$ cat config.mk
export PLATFORM = sky130hd
export DESIGN_NAME = drd_fifo
export DESIGN_NICKNAME = d
export VERILOG_FILES = /design/src/assert_macros.svh /design/src/drd_pkg.sv /design/src/drd_fifo.sv
export SDC_FILE = /design/constraint.sdc
export NUM_CORES = 1
export LEC_CHECK = 0
export BUFFER_PORTS_ARGS = -buffer_cell sky130_fd_sc_hd__buf_2
export CAP_MARGIN = 5
export CORE_ASPECT_RATIO = 0.75
export CORE_MARGIN = 5
export CORE_UTILIZATION = 24
export CTS_CLUSTER_SIZE = 16
export DETAILED_ROUTE_END_ITERATION = 10
export RECOVER_POWER = 100
export SLEW_MARGIN = 20
export SYNTH_ARGS = -nofsm -noshare
export SYNTH_HDL_FRONTEND = slang
export SYNTH_SLANG_ARGS = --single-unit
$ cat constraint.sdc
create_clock -name clk -period 1.75 [get_ports clk]
set_input_delay 0.35 -clock clk [delete_from_list [all_inputs] [get_ports clk]]
set_output_delay 0.35 -clock clk [all_outputs]
set_load 0.03 [all_outputs]
$ cat src/assert_macros.svh
// Assertion macros shared by the RTL that carries assertions.
// No dependencies; pulled in by the top level only.
`ifndef ASSERT_MACROS_SVH
`define ASSERT_MACROS_SVH

// Plain property under clock and async reset.
`define DRD_ASSERT(lbl, clk, rst_n, prop, msg) \
    lbl: assert property (@(posedge clk) disable iff (!rst_n) (prop)) else $error(msg);

// Same-cycle implication.
`define DRD_ASSERT_IMP(lbl, clk, rst_n, ante, cons, msg) \
    lbl: assert property (@(posedge clk) disable iff (!rst_n) (ante) |-> (cons)) \
        else $error(msg);

`endif

$ cat src/drd_pkg.sv
// Types and constants of the dual range direction detector.
// No dependencies; used by the interfaces and every module.
package drd_pkg;

    localparam int DIST_W  = 12;
    localparam int CODE_W  = 2;
    localparam int WGT_W   = 16;
    localparam int AVG_W   = 28;
    localparam int FRAC_W  = 16;
    localparam int SEEN_W  = 2;
    localparam int EV_W    = 2;
    localparam int IDX_W   = 2;

    localparam logic [CODE_W-1:0] RC_VALID = 2'd0;
    localparam logic [CODE_W-1:0] RC_WEAK  = 2'd1;
    localparam logic [CODE_W-1:0] RC_ERROR = 2'd2;

    localparam logic [DIST_W-1:0] WEAK_VALUE  = 12'd1300;
    localparam logic [DIST_W-1:0] ERROR_VALUE = 12'd1301;

    localparam logic [SEEN_W-1:0] SEEN_NONE = 2'd0;
    localparam logic [SEEN_W-1:0] SEEN_A    = 2'd1;
    localparam logic [SEEN_W-1:0] SEEN_B    = 2'd2;
    localparam logic [SEEN_W-1:0] SEEN_BOTH = 2'd3;

    localparam logic [EV_W-1:0] EV_NONE = 2'd0;
    localparam logic [EV_W-1:0] EV_IN   = 2'd1;
    localparam logic [EV_W-1:0] EV_OUT  = 2'd2;

    localparam logic [IDX_W-1:0] CFG_ZONE_LOW  = 2'd0;
    localparam logic [IDX_W-1:0] CFG_ZONE_HIGH = 2'd1;
    localparam logic [IDX_W-1:0] CFG_WEIGHT    = 2'd2;

    typedef struct packed {
        logic [DIST_W-1:0] raw_dist_a;
        logic [CODE_W-1:0] read_code_a;
        logic [DIST_W-1:0] raw_dist_b;
        logic [CODE_W-1:0] read_code_b;
    } in_beat_t;

    typedef struct packed {
        logic [DIST_W-1:0] range_a;
        logic [DIST_W-1:0] range_b;
        logic [SEEN_W-1:0] zone_seen;
        logic [EV_W-1:0]   pass_event;
    } out_beat_t;

    // Filtered or substituted distances handed from front to back.
    typedef struct packed {
        logic [DIST_W-1:0] d_a;
        logic [DIST_W-1:0] d_b;
    } item_t;

    typedef struct packed {
        logic [DIST_W-1:0] zone_low;
        logic [DIST_W-1:0] zone_high;
        logic [WGT_W-1:0]  smooth_weight;
    } cfg_t;

    typedef struct packed {
        logic full;
        logic empty;
    } q_status_t;

endpackage

$ cat src/drd_fifo.sv
// Short queue decoupling front and back ends.
// Depends on drd_pkg.
module drd_fifo #(
    parameter int DEPTH = 4
) (
    input  logic                clk,
    input  logic                rst_n,
    input  logic                push,
    input  drd_pkg::item_t      wr_item,
    input  logic                pop,
    output drd_pkg::item_t      rd_item,
    output drd_pkg::q_status_t  status
);

    localparam int PTR_W = (DEPTH > 1) ? $clog2(DEPTH) : 1;
    localparam int CNT_W = $clog2(DEPTH + 1);
    localparam logic [PTR_W-1:0] LAST = PTR_W'(DEPTH - 1);
    localparam logic [CNT_W-1:0] FULL_CNT = CNT_W'(DEPTH);

    drd_pkg::item_t     mem [DEPTH];
    logic [PTR_W-1:0]   wr_ptr_reg, rd_ptr_reg, wr_ptr_next, rd_ptr_next;
    logic [CNT_W-1:0]   cnt_reg, cnt_next;
    logic               do_push, do_pop;

    assign status.full  = (cnt_reg == FULL_CNT);
    assign status.empty = (cnt_reg == '0);
    assign do_push = push && !status.full;
    assign do_pop  = pop && !status.empty;
    assign rd_item = mem[rd_ptr_reg];

    always_comb
    begin
        wr_ptr_next = wr_ptr_reg;
        rd_ptr_next = rd_ptr_reg;
        cnt_next    = cnt_reg;
        if (do_push)
            wr_ptr_next = (wr_ptr_reg == LAST) ? '0 : wr_ptr_reg + 1'b1;
        if (do_pop)
            rd_ptr_next = (rd_ptr_reg == LAST) ? '0 : rd_ptr_reg + 1'b1;
        if (do_push && !do_pop)
            cnt_next = cnt_reg + 1'b1;
        else if (do_pop && !do_push)
            cnt_next = cnt_reg - 1'b1;
    end

    always_ff @(posedge clk)
    begin
        if (do_push)
            mem[wr_ptr_reg] <= wr_item;
    end

    always_ff @(posedge clk or negedge rst_n)
    begin
        if (!rst_n)
        begin
            wr_ptr_reg <= '0;
            rd_ptr_reg <= '0;
            cnt_reg    <= '0;
        end
        else
        begin
            wr_ptr_reg <= wr_ptr_next;
            rd_ptr_reg <= rd_ptr_next;
            cnt_reg    <= cnt_next;
        end
    end

endmodule

==> metrics.md <==
| Metric | Value |
|---|---|
| Largest net degree at the start of global routing | 17 |
| Chip width | between 150 and 200 um |
| CTS tree | done |
| R2r setup slk | -280 ps |
| Reg2Reg Capture Point | cnt_reg[1] |
| Max Cap Viol | 0 |
| Area of the core | 16020 sq um |
| Synth top area cells | edfxtp_1 (74%), mux4_2 (14%), dfrtp_1 (4.5%) |
| Synthesized cell area | 3910 sq um |
| Netlist cell types | 21 |
| ANT cells | 0 |
| Critical path launch point type | register |
| Final Hold Vio Count | 0 |
| Clock Path Buffers | 2 |
| Hold Path End | mem[2][23] |
| Wire length per cell | ~17 um |
| Worst hold margin | ~270 ps |
| Worst EP arrival | between 2000 and 2500 ps |
| Initial antenna violation count | 0 |
| CTS Sinks | roughly 100 |
| Mapped Cells | about 160 |
| Num CTS Buffers | 9 |
| Critical Path End Type | register |
| Min-delay src | wr_item[23] |
| WP data required | a little under 2000 ps |
| Slowest CP cell | nor3b_1 |
| Nets | between 200 and 300 |
| Reg2reg start | cnt_reg[1] |
| Violated checks | negative setup slack |
| P per Cell Area | 1833 nW/um^2 |
| Leading area contributor after synthesis | edfxtp_1 |
| Synth top area share | 0.7373 |
| Static leakage | about 1.8 nW |
| I/O pin total | between 50 and 60 |
| Area grow syn2layout | 36.06% |
| Final setup margin | -283.5 ps |
| Worst-case clock skew | between 5 and 6 ps |
| Slew Limit Fails | 0 |
| Crit path cell chain | nor3b_1 > nor2b_4 > ha_4 > inv_2 > fa_2 > mux2_4 |
| Total GRT Usage | 0.08739 |
| Die ar. | 18970 sq um |
| DRT Pass-1 Iters | 4 |
| Maximum clock rate | a little under 500 MHz |
| Minimum clock period | just over 2000 ps |
| Top delay family on crit path | adder cells |
| Drt total wl | 7.835 mm |
| Dpl ws | -198.9 ps |
| Critical path buffers and inverters | 1 |
| Via count | 1854 |
| Reg2Reg Depth | 6 |
| Die H | around 120 um |
| H-tree depth | 3 |
| Relative slew slack | 0.6583 |
| Synth warn | 0 |
| Antenna Nets Post-Route | 0 |
| Average size of a mapped cell | between 20 and 25 sq um |
| HP Class | input port to register |
| Final setup viols | 116 |
| Root Driver | clkbuf_16 |
| Placed insts | roughly 440 |
| Worst vdd ir | 0.7533 mV |
| Yosys reg bits | roughly 100 |
| Fin crit share | 1.162 |
| Vias in the first global route | around 2100 |
| Via/cell ratio | around 4 |
| First-pass GRT wire length | 11.97 mm |
| Row Count | 40 |
| Status | finished, violations left |
| WS Path Type | register to register |
| # DRC | 0 |
| RSZ-0062 raised after global routing | yes |
| Number of DRC markers in iteration 0 | between 60 and 70 |
| Worst-margin pin slew | roughly 510 ps |
| Layout cell share with drive strength beyond 1 | 0.4370 |
| Post-Syn Nets | ~200 |
| Hold depth | 1 |
| CP max stage delay | 460 ps |
| Clk slew on worst S/H paths | 70 ps |
| Initial core utilization | 0.2441 |
| Crit. Startpoint | cnt_reg[1] |
| Final non-filler cell total | roughly 460 |
| Max reg flops | 96 |
| Total gr overflow | 0 |
| GPL Wtd Cong | 0.7229 |
| Largest fanout on the critical path | 4 |
| Seq/Total Area, Yosys | 0.7821 |
| Latest clock arrival within the worst-skew pair | roughly 340 ps |
| HPWL after detailed placement | just over 5 mm |
| Port-buffer cells | 53 |
## metal layers
metal,wire (um),track usage,vias up
li1,-,-,845
met1,3504,0.1138,962
met2,3824,0.1371,41
met3,460,0.03184,6
met4,46,0.02579,0
met5,0,0,-
## layout by cell type, fill, tap and decap left out, types with 4 or more instances in the layout
cell type / Yosys / routed
edfxtp_1: 96 / 96
dfrtp_1: 7 / 4
mux4_2: 24 / 24
ha_1: 6 / 5
buf_4: 2 / 13
buf_12: 0 / 14
clkbuf_16: 0 / 11
clkbuf_1: 1 / 27
buf_6: 1 / 22
## kinds of logic after synthesis
logic type | Yosys count | synth area share
adders and majority gates | 7 | 0.02432
buffers and inverters | 10 | 0.01440
AOI/OAI and AO/OA | 2 | 0.005120
and+or+nand+nor | 10 | 0.01568
DFF | 103 | 0.7821
xor gates and xnor gates | 3 | 0.006721
muxes | 28 | 0.1517
## worst max-delay path by stage
| stage | end | slack [ps] | cells after the start |
|---|---|---|---|
| finish | cnt_reg[1] | -280 | 6 |
| global route | rd_item[15] | -330 | 4 |
| CTS | rd_item[16] | -290 | 3 |
| detailed placement | cnt_reg[2] | -200 | 8 |
| global placement | cnt_reg[2] | -80 | 8 |
| floorplan | cnt_reg[1] | -290 | 7 |
## report_power, final
part	internal, W	switching [W]	total (W)	leakage, nW
Sequential	0.00328	0.000179	0.00345	0.959
Combinational	0.00223	0.00213	0.00437	0.715
Clock	0.00111	0.000822	0.00193	0.136
Total	0.00662	0.00313	0.00975	1.81
## worst reg2reg max path, stage by stage, from the launching register on
cell and delay [ps]:
dfrtp_2 450, nor3b_1 460, nor2b_4 100, ha_4 180, inv_2 50, fa_2 420, mux2_4 270
## synthesized netlist by cell type
master and n:
edfxtp_1 96, nor2b_1 1, nor2_1 2, and2_1 4, a21o_1 1, nor3_1 2, mux4_2 24, fa_1 1
xnor2_1 1, mux2_4 2, nor3b_2 1, buf_6 1, dfrtp_1 7, xor2_1 2, ha_1 6, o31ai_2 1
buf_2 3, inv_1 3, buf_4 2, clkbuf_1 1, mux2_2 2
## timing repair
action                                 in CTS  in global routing
setup endpoints to repair                  67                 51
resized for setup                          46                 14
endpoints found under the hold margin       7                  0
setup buffers                               5                  1
cloned                                      2                  2
hold buffers                                1                  0
pin swaps                                   5                  2
## stage by stage
step	power, W	setup TNS [ps]	utilization	instance area, sq um
6_report	0.009752	-14160	0.3322	5320
5_1_grt	0.01029	-18540	0.3322	5320
4_1_cts	0.009715	-6561	0.3284	5259
3_5_place_dp	0.007079	-684.6	0.2935	4701
3_3_place_gp	0.006998	-107.9	0.2935	4701
2_1_floorplan	0.005750	-441.7	-	3939
## final cells by class
type	count	area, sq um
clock buffer	11	232.7
clock inverter	5	58.81
tap	210	262.8
sequential	103	3062
fill	1532	10700
multi-input combinational	50	838.3
inverter	3	11.26
timing repair buffer	82	854.6
(Power assumes the default switching activity.)
