$ cat src/assert_macros.svh
// Assertion macros shared by the RTL that carries assertions.
// No dependencies; pulled in by the top level only.
`ifndef ASSERT_MACROS_SVH
`define ASSERT_MACROS_SVH

// Plain property under clock and async reset.
`define DRD_ASSERT(lbl, clk, rst_n, prop, msg) \
    lbl: assert property (@(posedge clk) disable iff (!rst_n) (prop)) else $error(msg);

// Same-cycle implication.
`define DRD_ASSERT_IMP(lbl, clk, rst_n, ante, cons, msg) \
    lbl: assert property (@(posedge clk) disable iff (!rst_n) (ante) |-> (cons)) \
        else $error(msg);

`endif

$ cat src/drd_pkg.sv
// Types and constants of the dual range direction detector.
// No dependencies; used by the interfaces and every module.
package drd_pkg;

    localparam int DIST_W  = 12;
    localparam int CODE_W  = 2;
    localparam int WGT_W   = 16;
    localparam int AVG_W   = 28;
    localparam int FRAC_W  = 16;
    localparam int SEEN_W  = 2;
    localparam int EV_W    = 2;
    localparam int IDX_W   = 2;

    localparam logic [CODE_W-1:0] RC_VALID = 2'd0;
    localparam logic [CODE_W-1:0] RC_WEAK  = 2'd1;
    localparam logic [CODE_W-1:0] RC_ERROR = 2'd2;

    localparam logic [DIST_W-1:0] WEAK_VALUE  = 12'd1300;
    localparam logic [DIST_W-1:0] ERROR_VALUE = 12'd1301;

    localparam logic [SEEN_W-1:0] SEEN_NONE = 2'd0;
    localparam logic [SEEN_W-1:0] SEEN_A    = 2'd1;
    localparam logic [SEEN_W-1:0] SEEN_B    = 2'd2;
    localparam logic [SEEN_W-1:0] SEEN_BOTH = 2'd3;

    localparam logic [EV_W-1:0] EV_NONE = 2'd0;
    localparam logic [EV_W-1:0] EV_IN   = 2'd1;
    localparam logic [EV_W-1:0] EV_OUT  = 2'd2;

    localparam logic [IDX_W-1:0] CFG_ZONE_LOW  = 2'd0;
    localparam logic [IDX_W-1:0] CFG_ZONE_HIGH = 2'd1;
    localparam logic [IDX_W-1:0] CFG_WEIGHT    = 2'd2;

    typedef struct packed {
        logic [DIST_W-1:0] raw_dist_a;
        logic [CODE_W-1:0] read_code_a;
        logic [DIST_W-1:0] raw_dist_b;
        logic [CODE_W-1:0] read_code_b;
    } in_beat_t;

    typedef struct packed {
        logic [DIST_W-1:0] range_a;
        logic [DIST_W-1:0] range_b;
        logic [SEEN_W-1:0] zone_seen;
        logic [EV_W-1:0]   pass_event;
    } out_beat_t;

    // Filtered or substituted distances handed from front to back.
    typedef struct packed {
        logic [DIST_W-1:0] d_a;
        logic [DIST_W-1:0] d_b;
    } item_t;

    typedef struct packed {
        logic [DIST_W-1:0] zone_low;
        logic [DIST_W-1:0] zone_high;
        logic [WGT_W-1:0]  smooth_weight;
    } cfg_t;

    typedef struct packed {
        logic full;
        logic empty;
    } q_status_t;

endpackage

$ cat src/drd_front.sv
// Front end: glitch filter and status substitution for both sensors.
// Depends on drd_pkg; feeds drd_fifo.
module drd_front #(
    parameter int GLITCH_LIMIT = 10
) (
    input  logic              clk,
    input  logic              rst_n,
    input  logic              accept,
    input  drd_pkg::in_beat_t beat,
    output drd_pkg::item_t    item
);

    localparam logic [drd_pkg::DIST_W-1:0] LIMIT = drd_pkg::DIST_W'(GLITCH_LIMIT);

    logic [drd_pkg::DIST_W-1:0] mid_a_reg, old_a_reg, mid_b_reg, old_b_reg;
    logic [drd_pkg::DIST_W-1:0] mid_a_next, old_a_next, mid_b_next, old_b_next;

    function automatic logic [drd_pkg::DIST_W-1:0] adiff(
        input logic [drd_pkg::DIST_W-1:0] x,
        input logic [drd_pkg::DIST_W-1:0] y
    );
        adiff = (x > y) ? x - y : y - x;
    endfunction

    // glitch: middle sample stands apart from an otherwise steady pair
    function automatic logic glitch(
        input logic [drd_pkg::DIST_W-1:0] smp,
        input logic [drd_pkg::DIST_W-1:0] mid,
        input logic [drd_pkg::DIST_W-1:0] old
    );
        glitch = (adiff(old, smp) < LIMIT) && (adiff(mid, old) > LIMIT);
    endfunction

    function automatic logic [drd_pkg::DIST_W-1:0] subst(
        input logic [drd_pkg::CODE_W-1:0] code,
        input logic [drd_pkg::DIST_W-1:0] old
    );
        logic [drd_pkg::DIST_W-1:0] v;
        case (code)
            drd_pkg::RC_VALID: v = old;
            drd_pkg::RC_WEAK:  v = drd_pkg::WEAK_VALUE;
            default:           v = drd_pkg::ERROR_VALUE;
        endcase
        subst = v;
    endfunction

    always_comb
    begin
        item.d_a   = subst(beat.read_code_a, old_a_reg);
        item.d_b   = subst(beat.read_code_b, old_b_reg);
        mid_a_next = mid_a_reg;
        old_a_next = old_a_reg;
        mid_b_next = mid_b_reg;
        old_b_next = old_b_reg;
        if (accept && beat.read_code_a == drd_pkg::RC_VALID)
        begin
            old_a_next = glitch(beat.raw_dist_a, mid_a_reg, old_a_reg) ? old_a_reg : mid_a_reg;
            mid_a_next = beat.raw_dist_a;
        end
        if (accept && beat.read_code_b == drd_pkg::RC_VALID)
        begin
            old_b_next = glitch(beat.raw_dist_b, mid_b_reg, old_b_reg) ? old_b_reg : mid_b_reg;
            mid_b_next = beat.raw_dist_b;
        end
    end

    always_ff @(posedge clk or negedge rst_n)
    begin
        if (!rst_n)
        begin
            mid_a_reg <= '0;
            old_a_reg <= '0;
            mid_b_reg <= '0;
            old_b_reg <= '0;
        end
        else
        begin
            mid_a_reg <= mid_a_next;
            old_a_reg <= old_a_next;
            mid_b_reg <= mid_b_next;
            old_b_reg <= old_b_next;
        end
    end

endmodule

$ cat config.mk
export PLATFORM = sky130hd
export DESIGN_NAME = drd_front
export DESIGN_NICKNAME = d
export VERILOG_FILES = /design/src/assert_macros.svh /design/src/drd_pkg.sv /design/src/drd_front.sv
export SDC_FILE = /design/constraint.sdc
export NUM_CORES = 1
export LEC_CHECK = 0
export BUFFER_PORTS_ARGS = -buffer_cell sky130_fd_sc_hd__clkbuf_2
export CORE_MARGIN = 3
export CORE_UTILIZATION = 55
export CTS_CLUSTER_SIZE = 16
export DETAILED_ROUTE_END_ITERATION = 10
export HOLD_SLACK_MARGIN = 0.05
export PLACE_DENSITY = 0.77
export REMOVE_ABC_BUFFERS = 1
export SLEW_MARGIN = 20
export SYNTH_ARGS = -nofsm -noshare
export SYNTH_HDL_FRONTEND = slang
export SYNTH_SLANG_ARGS = --single-unit
$ cat constraint.sdc
create_clock -name clk -period 3.1 [get_ports clk]
set_input_delay 0.62 -clock clk [delete_from_list [all_inputs] [get_ports clk]]
set_output_delay 0.62 -clock clk [all_outputs]
set_load 0.03 [all_outputs]
==> reports/qor.yml <==
grt:
  gr-total-overflow: 0
  track_usage: 0.311
  antenna_found_initial: 0
  grt_pass1_vias: 7645
  grt_max_degree: 32
  grt_pass1_wl_um: 35700
floorplanning:
  core_area_mm2: 0.0121
  die_w_um: 118
  start_util: 0.567
  die_h_um: 118
  die_area_mm2: 0.0139
  ios: 55
  rows: 40
clock_network:
  cts_num_sinks: 48
  root_buffer: "clkbuf_16"
  path_clk_slew_ns: 0.06
  hold_buffers: 0
  clockBufferDepth: 2
  cts_buffers: 5
  cts-htree-levels: 2
  clock_latency_ns: 0.29
  cts_tree: "done"
power:
  p_leak_nw: 4.64
  p_per_area_mw_per_mm2: 957
  finalPower_w: 0.00894
  peakVddDrop_mv: 0.650
final_layout:
  antenna_cells: 0
  fill_cells: 872
  final_layout_size_suffix_gt1_frac: 0.308
  nets: 1278
  multi_input_area_mm2: 0.00541
  regArea_mm2: 0.00120
  fin_cells: 1316
  area_growth_pct: 36.0
timing:
  final-setup-viol-count: 24
  fmax_ghz: 0.273
  hold_viol_final: 0
  tightest_slew_ns: 0.819
  period_share: 1.18
  slew_viol_final: 0
  finalSetupTns_ns: -8.22
  timing.slew.headroom: 0.454
  rsz0062_at_grt: "true"
  post-route-min-period_ns: 3.66
  timing.hold.ws_ns: 0.412
  setup_slack_ns: -0.562
  fin_worst_skew_ns: 0.00618
placed_design:
  dp_hpwl_um: 16900
  gp_congestion: 0.942
  io_buffers: 54
  place_inst: 1295
drt:
  ant_nets: 0
  num_vias: 7758
  avgViaCountPerCell: 5.90
  drtIter0Drc: 626
  wl_um: 23300
  drc_errors: 0
  firstDrtPassIters: 5
  wl_per_cell_um: 17.7
worst_setup_path:
  start_kind: "register"
  crit_type: "reg2reg"
  r2r-start: "old_b_reg[0]$_DFFE_PN0P_"
  critPathCaptureType: "register"
  crit_top_cell: "mux2i_1"
  path_cells: "buf_6 > ha_4 > inv_2 > fa_2 > a211o_1 > o211a_1 > o41ai_4 > mux2i_1 > nand4_1 > a31oi_1 > mux2i_1 > nor4_1 > buf_4 > o211ai_4 > buf_8 > mux2i_4"
  critPathSlowestCell: "nor4_1"
  arrival_ns: 3.83
  worstSetupStartpoint: "old_b_reg[0]$_DFFE_PN0P_"
  required_ns: 3.27
  max_stage_delay_ns: 0.43
  path_max_fanout: 7
synth:
  yosysTopAreaCellShare: 0.175
  syn_avg_cell_area_um2: 7.57
  synth_flop_cell: "dfrtp_1"
  ys_top_cells_by_count: "inv_1, ha_1, nand2_1, a21oi_1, o21ai_0"
  synth_top_cell_by_area: "dfrtp_1"
  synth_cells: 907
  ys_warn_count: 0
  synth-edff-count: 0
  yosysMostFrequentCell: "inv_1"
  synth-seq-area-share: 0.175
  syn_area_mm2: 0.00687
  ys_async_sr_fraction: 1.00
  synthTopCellsByArea: "dfrtp_1, ha_1, inv_1"
  ys_ff_latch: 48
  ys_types: 76
status:
  violations: "setup timing"
  status: "finished with violations"
run:
  drv_cap: 0
min_path:
  hold_class: "in2async"
==> per-layer routing <==
layer	GRT usage	vias up	wire length [um]
li1	-	3684	-
met1	0.347	3660	8800
met2	0.591	319	12200
met3	0.0413	95	1180
met4	0.122	0	1140
met5	0	-	0
==> kinds of logic after synthesis <==
logic type,after synthesis,synth area share
simple gates,258,0.180
flops,48,0.175
xor+xnor,37,0.0472
fa+ha+maj,100,0.191
compound gates,275,0.260
buf+inv,149,0.0858
mux,40,0.0610
==> layout make-up <==
class                           count  area share
Tap cell                          168      0.0225
Timing Repair Buffer              275       0.211
Sequential cell                    48       0.129
Multi-Input combinational cell    711       0.580
Clock buffer                        8      0.0157
Inverter                          106      0.0426
==> placed cells by master, fill, tap and decap left out, types with 10 or more instances in the layout <==
master      n
buf_4     211
nand2_1    82
clkbuf_2   54
dfrtp_1    48
xor2_1     12
a21o_1     19
ha_1       86
nand2b_1   11
nor2_1     60
nand3_1    18
a21oi_1    72
nor2b_1    10
o21a_1     10
nor3_1     24
mux2i_1    31
a31oi_1    10
xnor2_1    25
nand4_1    11
o21ai_0    65
inv_1     100
==> worst paths after layout <==
path | depth (start not counted) | slack (ns) | to
max | 16 | -0.56 | old_b_reg[4]$_DFFE_PN0P_
min | 1 | 0.41 | mid_b_reg[0]$_DFFE_PN0P_
max reg2reg | 16 | -0.56 | old_b_reg[4]$_DFFE_PN0P_
min reg2reg | 2 | 0.52 | mid_a_reg[9]$_DFFE_PN0P_
max in group asynchronous | 2 | 2.01 | mid_a_reg[10]$_DFFE_PN0P_
min in group clk | 2 | 0.52 | mid_a_reg[9]$_DFFE_PN0P_
==> report_power, final <==
group / switching [W] / leakage [nW] / internal, W
Combinational: 0.00395 / 3.98 / 0.00343
Sequential: 0.000190 / 0.597 / 0.000800
Clock: 0.000237 / 0.0712 / 0.000322
Total: 0.00438 / 4.64 / 0.00456
==> through the flow <==
stage           util  area (um^2)  worst slack [ns]
2_1_floorplan      -         6680            -0.599
3_3_place_gp   0.720         8720            -0.494
3_5_place_dp   0.720         8720            -0.638
4_1_cts        0.750         9080            -0.213
5_1_grt        0.771         9340            -0.706
6_report       0.771         9340            -0.562
==> worst max-delay path, delay by kind of cell, from the launching register on <==
family,cells,cell delay [ns]
AOI/OAI and AO/OA,5,1.01
adders and majority gates,2,0.47
buffers and inverters,4,0.58
DFF,1,0.42
muxes,3,0.53
and+or+nand+nor,2,0.53
==> what timing repair did <==
action / 4_1_cts / 5_1_grt
cloned: 1 / 0
setup endpoints to repair: 24 / 24
resized for setup: 41 / 47
buffers inserted: 5 / 9
pin swaps: 23 / 37
Power figures use the tool's default switching activity.
